### config.mk
export PLATFORM = sky130hd
export DESIGN_NAME = multi_alarm_elapsed_timer
export DESIGN_NICKNAME = d
export VERILOG_FILES = /design/src/rtl/core/mae_pkg.sv /design/src/rtl/core/mae_cell.sv /design/src/rtl/core/mae_chain.sv /design/src/rtl/core/multi_alarm_elapsed_timer.sv
export SDC_FILE = /design/constraint.sdc
export NUM_CORES = 2
export LEC_CHECK = 0
export BUFFER_PORTS_ARGS = -buffer_cell sky130_fd_sc_hd__clkbuf_2
export CORE_UTILIZATION = 57
export CTS_CLUSTER_SIZE = 8
export DETAILED_ROUTE_END_ITERATION = 7
export PLACE_DENSITY_LB_ADDON = 0.15
export SYNTH_ARGS = -nofsm -noshare
export SYNTH_HDL_FRONTEND = slang
export SYNTH_SLANG_ARGS = --single-unit
export TNS_END_PERCENT = 50
### constraint.sdc
create_clock -name clk -period 5.5 [get_ports clk]
set_input_delay 0.275 -clock clk [delete_from_list [all_inputs] [get_ports clk]]
set_output_delay 0.275 -clock clk [all_outputs]
set_load 0.01 [all_outputs]
### src/rtl/core/mae_pkg.sv
// Shared types and constants of the multi-alarm elapsed timer.
package mae_pkg;

  localparam int ALARM_SLOTS_DEFAULT = 16;

  localparam int TIME_W = 17;
  localparam int DUE_W  = 32;
  localparam int TAG_W  = 8;
  localparam int HOUR_W = 5;
  localparam int MS_W   = 6;
  localparam int CNT_OUT_W = 5;

  localparam logic [TIME_W-1:0] DAY_SECONDS   = 17'd86400;
  localparam logic [TIME_W-1:0] LAST_SECOND   = 17'd86399;
  localparam logic [TIME_W-1:0] SECS_PER_HOUR = 17'd3600;
  localparam logic [TIME_W-1:0] SECS_PER_MIN  = 17'd60;
  localparam logic [HOUR_W-1:0] MAX_HOUR      = 5'd23;
  localparam logic [MS_W-1:0]   MAX_MIN_SEC   = 6'd59;

  typedef enum logic {
    OP_SET   = 1'b0,
    OP_CHECK = 1'b1
  } op_t;

  typedef enum logic [2:0] {
    STAT_ADDED   = 3'd0,
    STAT_INVALID = 3'd1,
    STAT_FULL    = 3'd2,
    STAT_FIRED   = 3'd3,
    STAT_DONE    = 3'd4
  } status_t;

  typedef enum logic [1:0] {
    S_IDLE,
    S_ADVANCE,
    S_SET_STORE,
    S_SCAN
  } state_t;

  typedef struct packed {
    logic [DUE_W-1:0] due;
    logic [TAG_W-1:0] tag;
  } slot_t;

  typedef struct packed {
    logic shift;
    logic load;
  } cell_ctrl_t;

endpackage

### src/rtl/core/mae_cell.sv
// One alarm slot: holds a due time and tag, loads or takes its neighbour's entry.
module mae_cell (
  input  logic               clk,
  input  mae_pkg::cell_ctrl_t ctrl,
  input  mae_pkg::slot_t     neighbour,
  input  mae_pkg::slot_t     load_slot,
  output mae_pkg::slot_t     slot
);

  // Load wins over shift: a kept entry lands in the cell it is shifted past.
  always_ff @(posedge clk) begin
    if (ctrl.load) begin
      slot <= load_slot;
    end else if (ctrl.shift) begin
      slot <= neighbour;
    end
  end

endmodule

### src/rtl/core/mae_chain.sv
// Row of alarm slot cells in insertion order, head at cell zero.
module mae_chain #(
  parameter int ALARM_SLOTS = mae_pkg::ALARM_SLOTS_DEFAULT,
  parameter int IDX_W       = (ALARM_SLOTS > 1) ? $clog2(ALARM_SLOTS) : 1
) (
  input  logic                clk,
  input  mae_pkg::cell_ctrl_t cmd,
  input  logic [IDX_W-1:0]    load_idx,
  input  mae_pkg::slot_t      load_slot,
  output mae_pkg::slot_t      head
);

  mae_pkg::slot_t row [ALARM_SLOTS];

  for (genvar i = 0; i < ALARM_SLOTS; i++) begin : g_cell
    mae_pkg::cell_ctrl_t ctrl;
    mae_pkg::slot_t      neighbour;

    assign ctrl.shift = cmd.shift;
    assign ctrl.load  = cmd.load && (load_idx == IDX_W'(i));

    if (i == ALARM_SLOTS - 1) begin : g_tail
      assign neighbour = '0;
    end else begin : g_body
      assign neighbour = row[i+1];
    end

    mae_cell u_cell (
      .clk       (clk),
      .ctrl      (ctrl),
      .neighbour (neighbour),
      .load_slot (load_slot),
      .slot      (row[i])
    );
  end

  assign head = row[0];

endmodule

### src/rtl/core/multi_alarm_elapsed_timer.sv
// Top level of the multi-alarm elapsed timer: control, time keeping and result register.
//
// Input channel (s_axis_*): one transaction per command. tuser is the operation
// (set or check); tdata carries the time of day and, for a set, hh:mm:ss and a tag.
// Output channel (m_axis_*): result transactions; tuser is the status code and
// tlast marks the final result caused by one command.
//
// Timing: the block takes one command at a time. A set, or a rejected command,
// is accepted in S_IDLE and evaluated in S_ADVANCE; a valid set then stores its
// alarm in S_SET_STORE once the result register is free. A check advances the time
// in S_ADVANCE, then steps the slot row once per stored alarm in S_SCAN, then issues
// its done result. The slot scan is the limiting loop: the row shifts one place per
// cycle towards the head cell, except while a due alarm waits for the output register.
//
// Results leave through a single output register, so a waiting result does not
// block the next command from being accepted. When the receiver stalls, the scan
// holds at the first alarm that is due until the register frees up.
//
// Reset (rst, synchronous): clears the control state, the elapsed counter, the
// time reference and the alarm count. Slot contents are not cleared; only
// slots below the alarm count are ever read.
module multi_alarm_elapsed_timer #(
  parameter int ALARM_SLOTS = mae_pkg::ALARM_SLOTS_DEFAULT
) (
  input  logic        clk,
  input  logic        rst,
  input  logic        s_axis_tvalid,
  output logic        s_axis_tready,
  // [16:0] now_seconds, [21:17] alarm_hour, [27:22] alarm_minute,
  // [33:28] alarm_second, [41:34] alarm_tag, [47:42] zero
  input  logic [47:0] s_axis_tdata,
  // [0] operation
  input  logic        s_axis_tuser,
  output logic        m_axis_tvalid,
  input  logic        m_axis_tready,
  // [7:0] fired_tag, [24:8] seconds_until, [29:25] active_count, [31:30] zero
  output logic [31:0] m_axis_tdata,
  // [2:0] status
  output logic [2:0]  m_axis_tuser,
  output logic        m_axis_tlast
);

  localparam int CNT_W = $clog2(ALARM_SLOTS + 1);
  localparam int IDX_W = (ALARM_SLOTS > 1) ? $clog2(ALARM_SLOTS) : 1;
  localparam int TW    = mae_pkg::TIME_W;
  localparam int DW    = mae_pkg::DUE_W;
  localparam int GW    = mae_pkg::TAG_W;

  // Control state
  mae_pkg::state_t state, state_next;
  logic             prev_valid;
  logic [CNT_W-1:0] count;
  logic [CNT_W-1:0] scan_left;

  // Command and time registers
  mae_pkg::op_t             op_q;
  logic [TW-1:0]            now_q;
  logic [mae_pkg::HOUR_W-1:0] hour_q;
  logic [mae_pkg::MS_W-1:0] minute_q;
  logic [mae_pkg::MS_W-1:0] second_q;
  logic [GW-1:0]            tag_q;
  logic [TW-1:0]            target_q;
  logic [TW-1:0]            until_q;
  logic [DW-1:0]            elapsed;
  logic [TW-1:0]            prev_time;

  // Input field views
  logic [TW-1:0]              in_now;
  logic [TW-1:0]              in_now_clamped;
  logic [mae_pkg::HOUR_W-1:0] in_hour;
  logic [mae_pkg::MS_W-1:0]   in_minute;
  logic [mae_pkg::MS_W-1:0]   in_second;
  logic [TW-1:0]              in_target;
  logic                       in_fire;

  // Datapath intermediates
  logic [TW-1:0]   delta;
  logic [DW:0]     elapsed_sum;
  logic [DW-1:0]   elapsed_adv;
  logic [TW-1:0]   until_calc;
  logic [DW:0]     due_sum;
  logic [DW-1:0]   due_sat;
  logic            time_bad;
  logic            table_full;
  logic            head_due;
  logic [CNT_W-1:0] count_less;
  logic            out_free;

  // Strobes from the control block
  logic            do_advance;
  logic            clear_on_set;
  logic            count_inc;
  logic            count_dec;
  logic            scan_step;
  logic            scan_end;
  logic            emit;
  mae_pkg::status_t emit_status;
  logic [GW-1:0]   emit_tag;
  logic [TW-1:0]   emit_until;
  logic [CNT_W-1:0] emit_count;
  logic            emit_last;

  // Slot row interface
  mae_pkg::cell_ctrl_t chain_cmd;
  logic [IDX_W-1:0]    load_idx;
  mae_pkg::slot_t      load_slot;
  mae_pkg::slot_t      head;

  // Unpack the command and clamp the time of day to the last second of a day
  assign in_now    = s_axis_tdata[16:0];
  assign in_hour   = s_axis_tdata[21:17];
  assign in_minute = s_axis_tdata[27:22];
  assign in_second = s_axis_tdata[33:28];
  assign in_now_clamped = (in_now > mae_pkg::LAST_SECOND) ? mae_pkg::LAST_SECOND : in_now;

  // Target second of day; fits 17 bits even for out-of-range fields
  assign in_target = TW'(in_hour) * mae_pkg::SECS_PER_HOUR
                   + TW'(in_minute) * mae_pkg::SECS_PER_MIN
                   + TW'(in_second);

  assign s_axis_tready = (state == mae_pkg::S_IDLE);
  assign in_fire       = s_axis_tvalid && s_axis_tready;
  assign out_free      = !m_axis_tvalid || m_axis_tready;

  // Elapsed advance, taking the difference across midnight when time steps back
  assign delta = (now_q >= prev_time) ? (now_q - prev_time)
                                      : (mae_pkg::DAY_SECONDS - prev_time + now_q);
  assign elapsed_sum = {1'b0, elapsed} + (DW + 1)'(delta);
  assign elapsed_adv = elapsed_sum[DW] ? '1 : elapsed_sum[DW-1:0];

  // Delay to the alarm: same day, or next day when the time has already passed
  assign until_calc = (now_q > target_q) ? (mae_pkg::DAY_SECONDS - now_q + target_q)
                                         : (target_q - now_q);

  assign due_sum = {1'b0, elapsed} + (DW + 1)'(until_q);
  assign due_sat = due_sum[DW] ? '1 : due_sum[DW-1:0];

  assign time_bad   = (hour_q > mae_pkg::MAX_HOUR) || (minute_q > mae_pkg::MAX_MIN_SEC)
                   || (second_q > mae_pkg::MAX_MIN_SEC);
  assign table_full = (count == CNT_W'(ALARM_SLOTS));
  assign head_due   = (head.due <= elapsed);
  assign count_less = count - CNT_W'(1);

  // State register
  always_ff @(posedge clk) begin
    if (rst) begin
      state <= mae_pkg::S_IDLE;
    end else begin
      state <= state_next;
    end
  end

  // Next state, strobes and slot row control
  always_comb begin
    state_next   = state;
    do_advance   = 1'b0;
    clear_on_set = 1'b0;
    count_inc    = 1'b0;
    count_dec    = 1'b0;
    scan_step    = 1'b0;
    scan_end     = 1'b0;
    emit         = 1'b0;
    emit_status  = mae_pkg::STAT_DONE;
    emit_tag     = '0;
    emit_until   = '0;
    emit_count   = count;
    emit_last    = 1'b1;
    chain_cmd    = '0;
    load_idx     = count[IDX_W-1:0];
    load_slot.due = due_sat;
    load_slot.tag = tag_q;

    unique case (state)
      mae_pkg::S_IDLE: begin
        if (in_fire) begin
          state_next = mae_pkg::S_ADVANCE;
        end
      end

      mae_pkg::S_ADVANCE: begin
        if (op_q == mae_pkg::OP_SET && (time_bad || table_full)) begin
          // Rejected set: report only, no time sample, no state change
          if (out_free) begin
            emit        = 1'b1;
            emit_status = time_bad ? mae_pkg::STAT_INVALID : mae_pkg::STAT_FULL;
            state_next  = mae_pkg::S_IDLE;
          end
        end else begin
          do_advance = 1'b1;
          if (op_q == mae_pkg::OP_SET) begin
            clear_on_set = (count == '0);
            state_next   = mae_pkg::S_SET_STORE;
          end else begin
            state_next = mae_pkg::S_SCAN;
          end
        end
      end

      mae_pkg::S_SET_STORE: begin
        if (out_free) begin
          chain_cmd.load = 1'b1;
          count_inc      = 1'b1;
          emit           = 1'b1;
          emit_status    = mae_pkg::STAT_ADDED;
          emit_until     = until_q;
          emit_count     = count + CNT_W'(1);
          state_next     = mae_pkg::S_IDLE;
        end
      end

      mae_pkg::S_SCAN: begin
        if (scan_left == '0) begin
          if (out_free) begin
            emit       = 1'b1;
            scan_end   = 1'b1;
            state_next = mae_pkg::S_IDLE;
          end
        end else if (head_due) begin
          // Fire and drop the head entry; hold while the result cannot leave
          if (out_free) begin
            chain_cmd.shift = 1'b1;
            count_dec       = 1'b1;
            scan_step       = 1'b1;
            emit            = 1'b1;
            emit_status     = mae_pkg::STAT_FIRED;
            emit_tag        = head.tag;
            emit_count      = count_less;
            emit_last       = 1'b0;
          end
        end else begin
          // Not yet due: rotate the head entry behind the stored alarms
          chain_cmd.shift = 1'b1;
          chain_cmd.load  = 1'b1;
          load_idx        = count_less[IDX_W-1:0];
          load_slot       = head;
          scan_step       = 1'b1;
        end
      end

      default: begin
        state_next = mae_pkg::S_IDLE;
      end
    endcase
  end

  // Control registers
  always_ff @(posedge clk) begin
    if (rst) begin
      prev_valid <= 1'b0;
      count      <= '0;
      scan_left  <= '0;
      elapsed    <= '0;
      prev_time  <= '0;
    end else begin
      if (do_advance) begin
        if (clear_on_set) begin
          elapsed <= '0;
        end else if (prev_valid) begin
          elapsed <= elapsed_adv;
        end
        prev_time  <= now_q;
        prev_valid <= 1'b1;
        scan_left  <= count;
      end
      if (count_inc) begin
        count <= count + CNT_W'(1);
      end else if (count_dec) begin
        count <= count_less;
      end
      if (scan_step) begin
        scan_left <= scan_left - CNT_W'(1);
      end
      // Table left empty after a check: drop the elapsed count and time reference
      if (scan_end && count == '0) begin
        elapsed    <= '0;
        prev_valid <= 1'b0;
      end
    end
  end

  // Command payload
  always_ff @(posedge clk) begin
    if (in_fire) begin
      op_q     <= mae_pkg::op_t'(s_axis_tuser);
      now_q    <= in_now_clamped;
      hour_q   <= in_hour;
      minute_q <= in_minute;
      second_q <= in_second;
      tag_q    <= s_axis_tdata[41:34];
      target_q <= in_target;
    end
    if (state == mae_pkg::S_ADVANCE) begin
      until_q <= until_calc;
    end
  end

  // Result register
  always_ff @(posedge clk) begin
    if (rst) begin
      m_axis_tvalid <= 1'b0;
    end else if (emit) begin
      m_axis_tvalid <= 1'b1;
    end else if (m_axis_tready) begin
      m_axis_tvalid <= 1'b0;
    end
  end

  always_ff @(posedge clk) begin
    if (emit) begin
      m_axis_tdata <= {2'b00, mae_pkg::CNT_OUT_W'(emit_count), emit_until, emit_tag};
      m_axis_tuser <= emit_status;
      m_axis_tlast <= emit_last;
    end
  end

  mae_chain #(
    .ALARM_SLOTS (ALARM_SLOTS),
    .IDX_W       (IDX_W)
  ) u_chain (
    .clk       (clk),
    .cmd       (chain_cmd),
    .load_idx  (load_idx),
    .load_slot (load_slot),
    .head      (head)
  );

endmodule

==> flow_summary.yaml <==
timing:
  min_period_over_period_pct: 96.0
  slew_headroom_pct: 12.5
  fin_crit_ns: 5.28
  slew_viol_final: 0
  setup_viol: 0
  finalWorstSetupSlack_ns: 0.223
  tightest_slew_ns: 1.31
  fin_skew_ns: 0.0558
  fmax_ghz: 0.189
  hold_viol_final: 0
  whs_ns: 0.0781
pwr:
  power.static_leakage_nw: 17.0
  power.density_nw_per_um2: 347
  irDropWorstVdd_mv: 0.290
place:
  dpl.hpwl_um: 67800
  io_buffers: 82
  placedCellCount: 4338
  gp_congestion: 0.917
  postPlaceCellArea_um2: 43200
  place_ws_ns: -0.277
critical_path:
  crit_top_cell: "a31oi_2"
  cp-start-kind: "flip-flop"
  cp-end-kind: "flip-flop"
  path_class: "flip-flop to flip-flop"
  cpLargestDelayFamily: "compound AO/OA/AOI/OAI gates"
  cp_num_buf_inv: 2
  timing.critical_path.arrival_ns: 5.82
  path_cells: "ha_1, fa_1, a31o_2, a31oi_2, o21bai_1, a31oi_2, o311ai_1, a31oi_1, o21ai_2, buf_4, mux2i_1, ha_1, nand4_1, o21bai_1, a31oi_2, o2111ai_2, a21boi_2, nor2_1, nor2_1, buf_4, a21oi_1, a311oi_1"
  slowest_delay_ns: 0.39
  critPathMaxFanout: 10
  cpMaxStageDelayCell: "edfxtp_1"
  cp.depth: 22
  reg2reg_depth: 22
  cp.required_ns: 6.04
global_routing:
  grt_pass1_wl_um: 156000
  grt_pass1_vias: 27417
  grt_overflow: 0
  grt_use_total_pct: 27.1
  antenna_found_initial: 0
  grt_max_degree: 58
finish:
  num_antenna_cells: 0
  layout.cells.non_filler: 4533
  layout-drive-gt1-share_pct: 20.8
  final_common_cell: "edfxtp_1"
  fin_nets: 3827
  area_growth_pct: 13.8
  fin_area_um2: 46800
  fill_cells: 5314
  final_cell_mix: "744 x edfxtp_1, 337 x mux2_2, 332 x nor2_1, 291 x a21oi_1, 203 x nand2_1"
synth:
  ys_types: 84
  synth_ff_type: "edfxtp_1"
  netlist_instances: 3351
  yosys_warnings: 0
  synth-seq-area-share_pct: 57.4
  synth_edf_count: 744
  synth_seq_cells: 807
  avgSynthCellArea_um2: 12.3
  synthArstFlopShare_pct: 0
  synth_area_um2: 41100
route:
  ant_nets: 0
  drtPass1Iterations: 6
  via_per_inst: 5.94
  detail_route.wl_per_cell_um: 21.6
  drc_errors: 0
  dr_total_vias: 26928
  drtIter0Drc: 1996
  routed_wl_um: 98000
clocking:
  clock_latency_ns: 0.68
  cts_buffers: 111
  path_clk_slew_ns: 0.06
  root_buffer: "clkbuf_16"
  cts_sinks: 807
  cts_tree: "yes"
  cts_max_level: 3
  clockBufferDepth: 3
min_path:
  hp-class: "input port to flip-flop"
  hold_depth: 5
run_status:
  status: "completed"
floorplan:
  core.rowCount: 98
  core_um2: 71500
  die-area_um2: 73200
  start_util_pct: 57.5
  io_pins: 91
  die_w_um: 271
  die_height_um: 271
run:
  max-cap-violations: 0
cells by family (layout without fill, tap and decap cells):
family                     after synthesis  after routing  share of synthesized area, %
AOI/OAI and AO/OA                      676            676                          10.0
DFF                                    807            807                          57.4
xor gates and xnor gates               111            111                          2.36
buffers and inverters                  364            595                          3.64
muxes                                  371            371                          10.1
other                                    1              2                       0.00912
and+or+nand+nor                        788            788                          8.60
adders and majority gates              233            233                          7.88
layout make-up:
| type | instances | area [um2] | share of cell area (%) |
|---|---|---|---|
| clock buffer | 149 | 2990 | 6.40 |
| clock inverter | 6 | 144 | 0.308 |
| inverter | 184 | 691 | 1.48 |
| multi-input combinational | 2181 | 16200 | 34.7 |
| sequential | 807 | 23600 | 50.4 |
| tap | 950 | 1190 | 2.54 |
| timing repair buffer | 256 | 1950 | 4.17 |
sequential cells by signal, summed over array words and instances (netlist names):
register,cells
m_axis_tvalid,1
u_chain.g_cell.u_cell.slot,640
target_q,15
hour_q,2
second_q,6
op_q,1
state,2
count,5
m_axis_tlast,1
now_q,17
until_q,17
tag_q,8
elapsed,32
prev_time,17
m_axis_tuser,3
m_axis_tdata,30
prev_valid,1
scan_left,5
minute_q,4
routing by layer:
layer  routed length, um  global-route usage [%]  up-vias
li1                    -                       -    12524
met1               44000                    38.4    13448
met2               46300                    43.6      794
met3                5440                    3.80      162
met4                2230                    7.73        0
met5                   0                       0        -
synth_stat cells, drive strengths merged (5+ instances only):
master / instances / area [um2]
fa: 43 / 861
dfxtp: 63 / 1260
a311oi: 12 / 105
ha: 190 / 2380
o21a: 14 / 105
a211oi: 23 / 173
inv: 183 / 687
xor2: 30 / 263
a21boi: 9 / 82.6
nor3: 38 / 195
nor2: 337 / 1270
o22ai: 6 / 37.5
mux2: 343 / 3860
clkbuf: 96 / 360
edfxtp: 744 / 22300
o21ai: 137 / 686
a31oi: 43 / 269
mux2i: 28 / 280
a221oi: 6 / 52.6
o211a: 5 / 50.1
o31ai: 16 / 135
and4: 6 / 52.6
a21o: 30 / 225
and2: 57 / 357
or3: 9 / 56.3
xnor2: 81 / 709
and3: 11 / 68.8
nand2b: 33 / 206
nor3b: 5 / 37.5
buf: 84 / 444
nor4: 6 / 37.5
a21oi: 292 / 1460
nand3: 32 / 160
nand4: 10 / 62.6
o211ai: 20 / 164
nand2: 208 / 781
nor2b: 21 / 131
o21bai: 20 / 150
timing repair:
action                                 CTS  global route
hold buffers                            38             0
resized for setup                        5            14
pin swaps                                0             3
setup endpoints to repair               30            32
setup buffers                            0             1
endpoints found under the hold margin   39             0
per-stage QoR:
step           power, W  utilization [%]  setup TNS (ns)
4_1_cts          0.0163             65.4               0
3_5_place_dp     0.0100             60.4           -3.71
2_1_floorplan   0.00913                -               0
5_1_grt          0.0169             65.5         -0.0228
6_report         0.0163             65.5               0
3_3_place_gp    0.00997             60.4               0
where the power goes:
group / internal, W / leakage [nW] / switching [W] / total, W
logic: 0.00120 / 8.31 / 0.00176 / 0.00296
registers: 0.00687 / 7.17 / 0.000176 / 0.00704
clock network: 0.00373 / 1.51 / 0.00253 / 0.00626
total: 0.0118 / 17.0 / 0.00446 / 0.0163
worst register-to-register path: stages (launching register included):
cell       delay [ns]
edfxtp_1         0.39
ha_1             0.25
fa_1             0.37
a31o_2           0.25
a31oi_2          0.23
o21bai_1         0.14
a31oi_2          0.26
o311ai_1         0.17
a31oi_1          0.28
o21ai_2          0.15
buf_4            0.21
mux2i_1          0.13
ha_1             0.35
nand4_1          0.15
o21bai_1         0.21
a31oi_2          0.30
o2111ai_2        0.21
a21boi_2         0.28
nor2_1           0.14
nor2_1           0.18
buf_4            0.18
a21oi_1          0.07
a311oi_1         0.27
path summary, 6_finish.rpt:
path	startpoint	endpoint	slack, ns
worst max-delay path	now_q[1]	elapsed[24]	0.22
worst min-delay path	s_axis_tvalid	state[0]	0.08
worst max register to register	now_q[1]	elapsed[24]	0.22
worst min register to register	prev_time[4]	prev_time[4]	0.45
(Power assumes the default switching activity.)
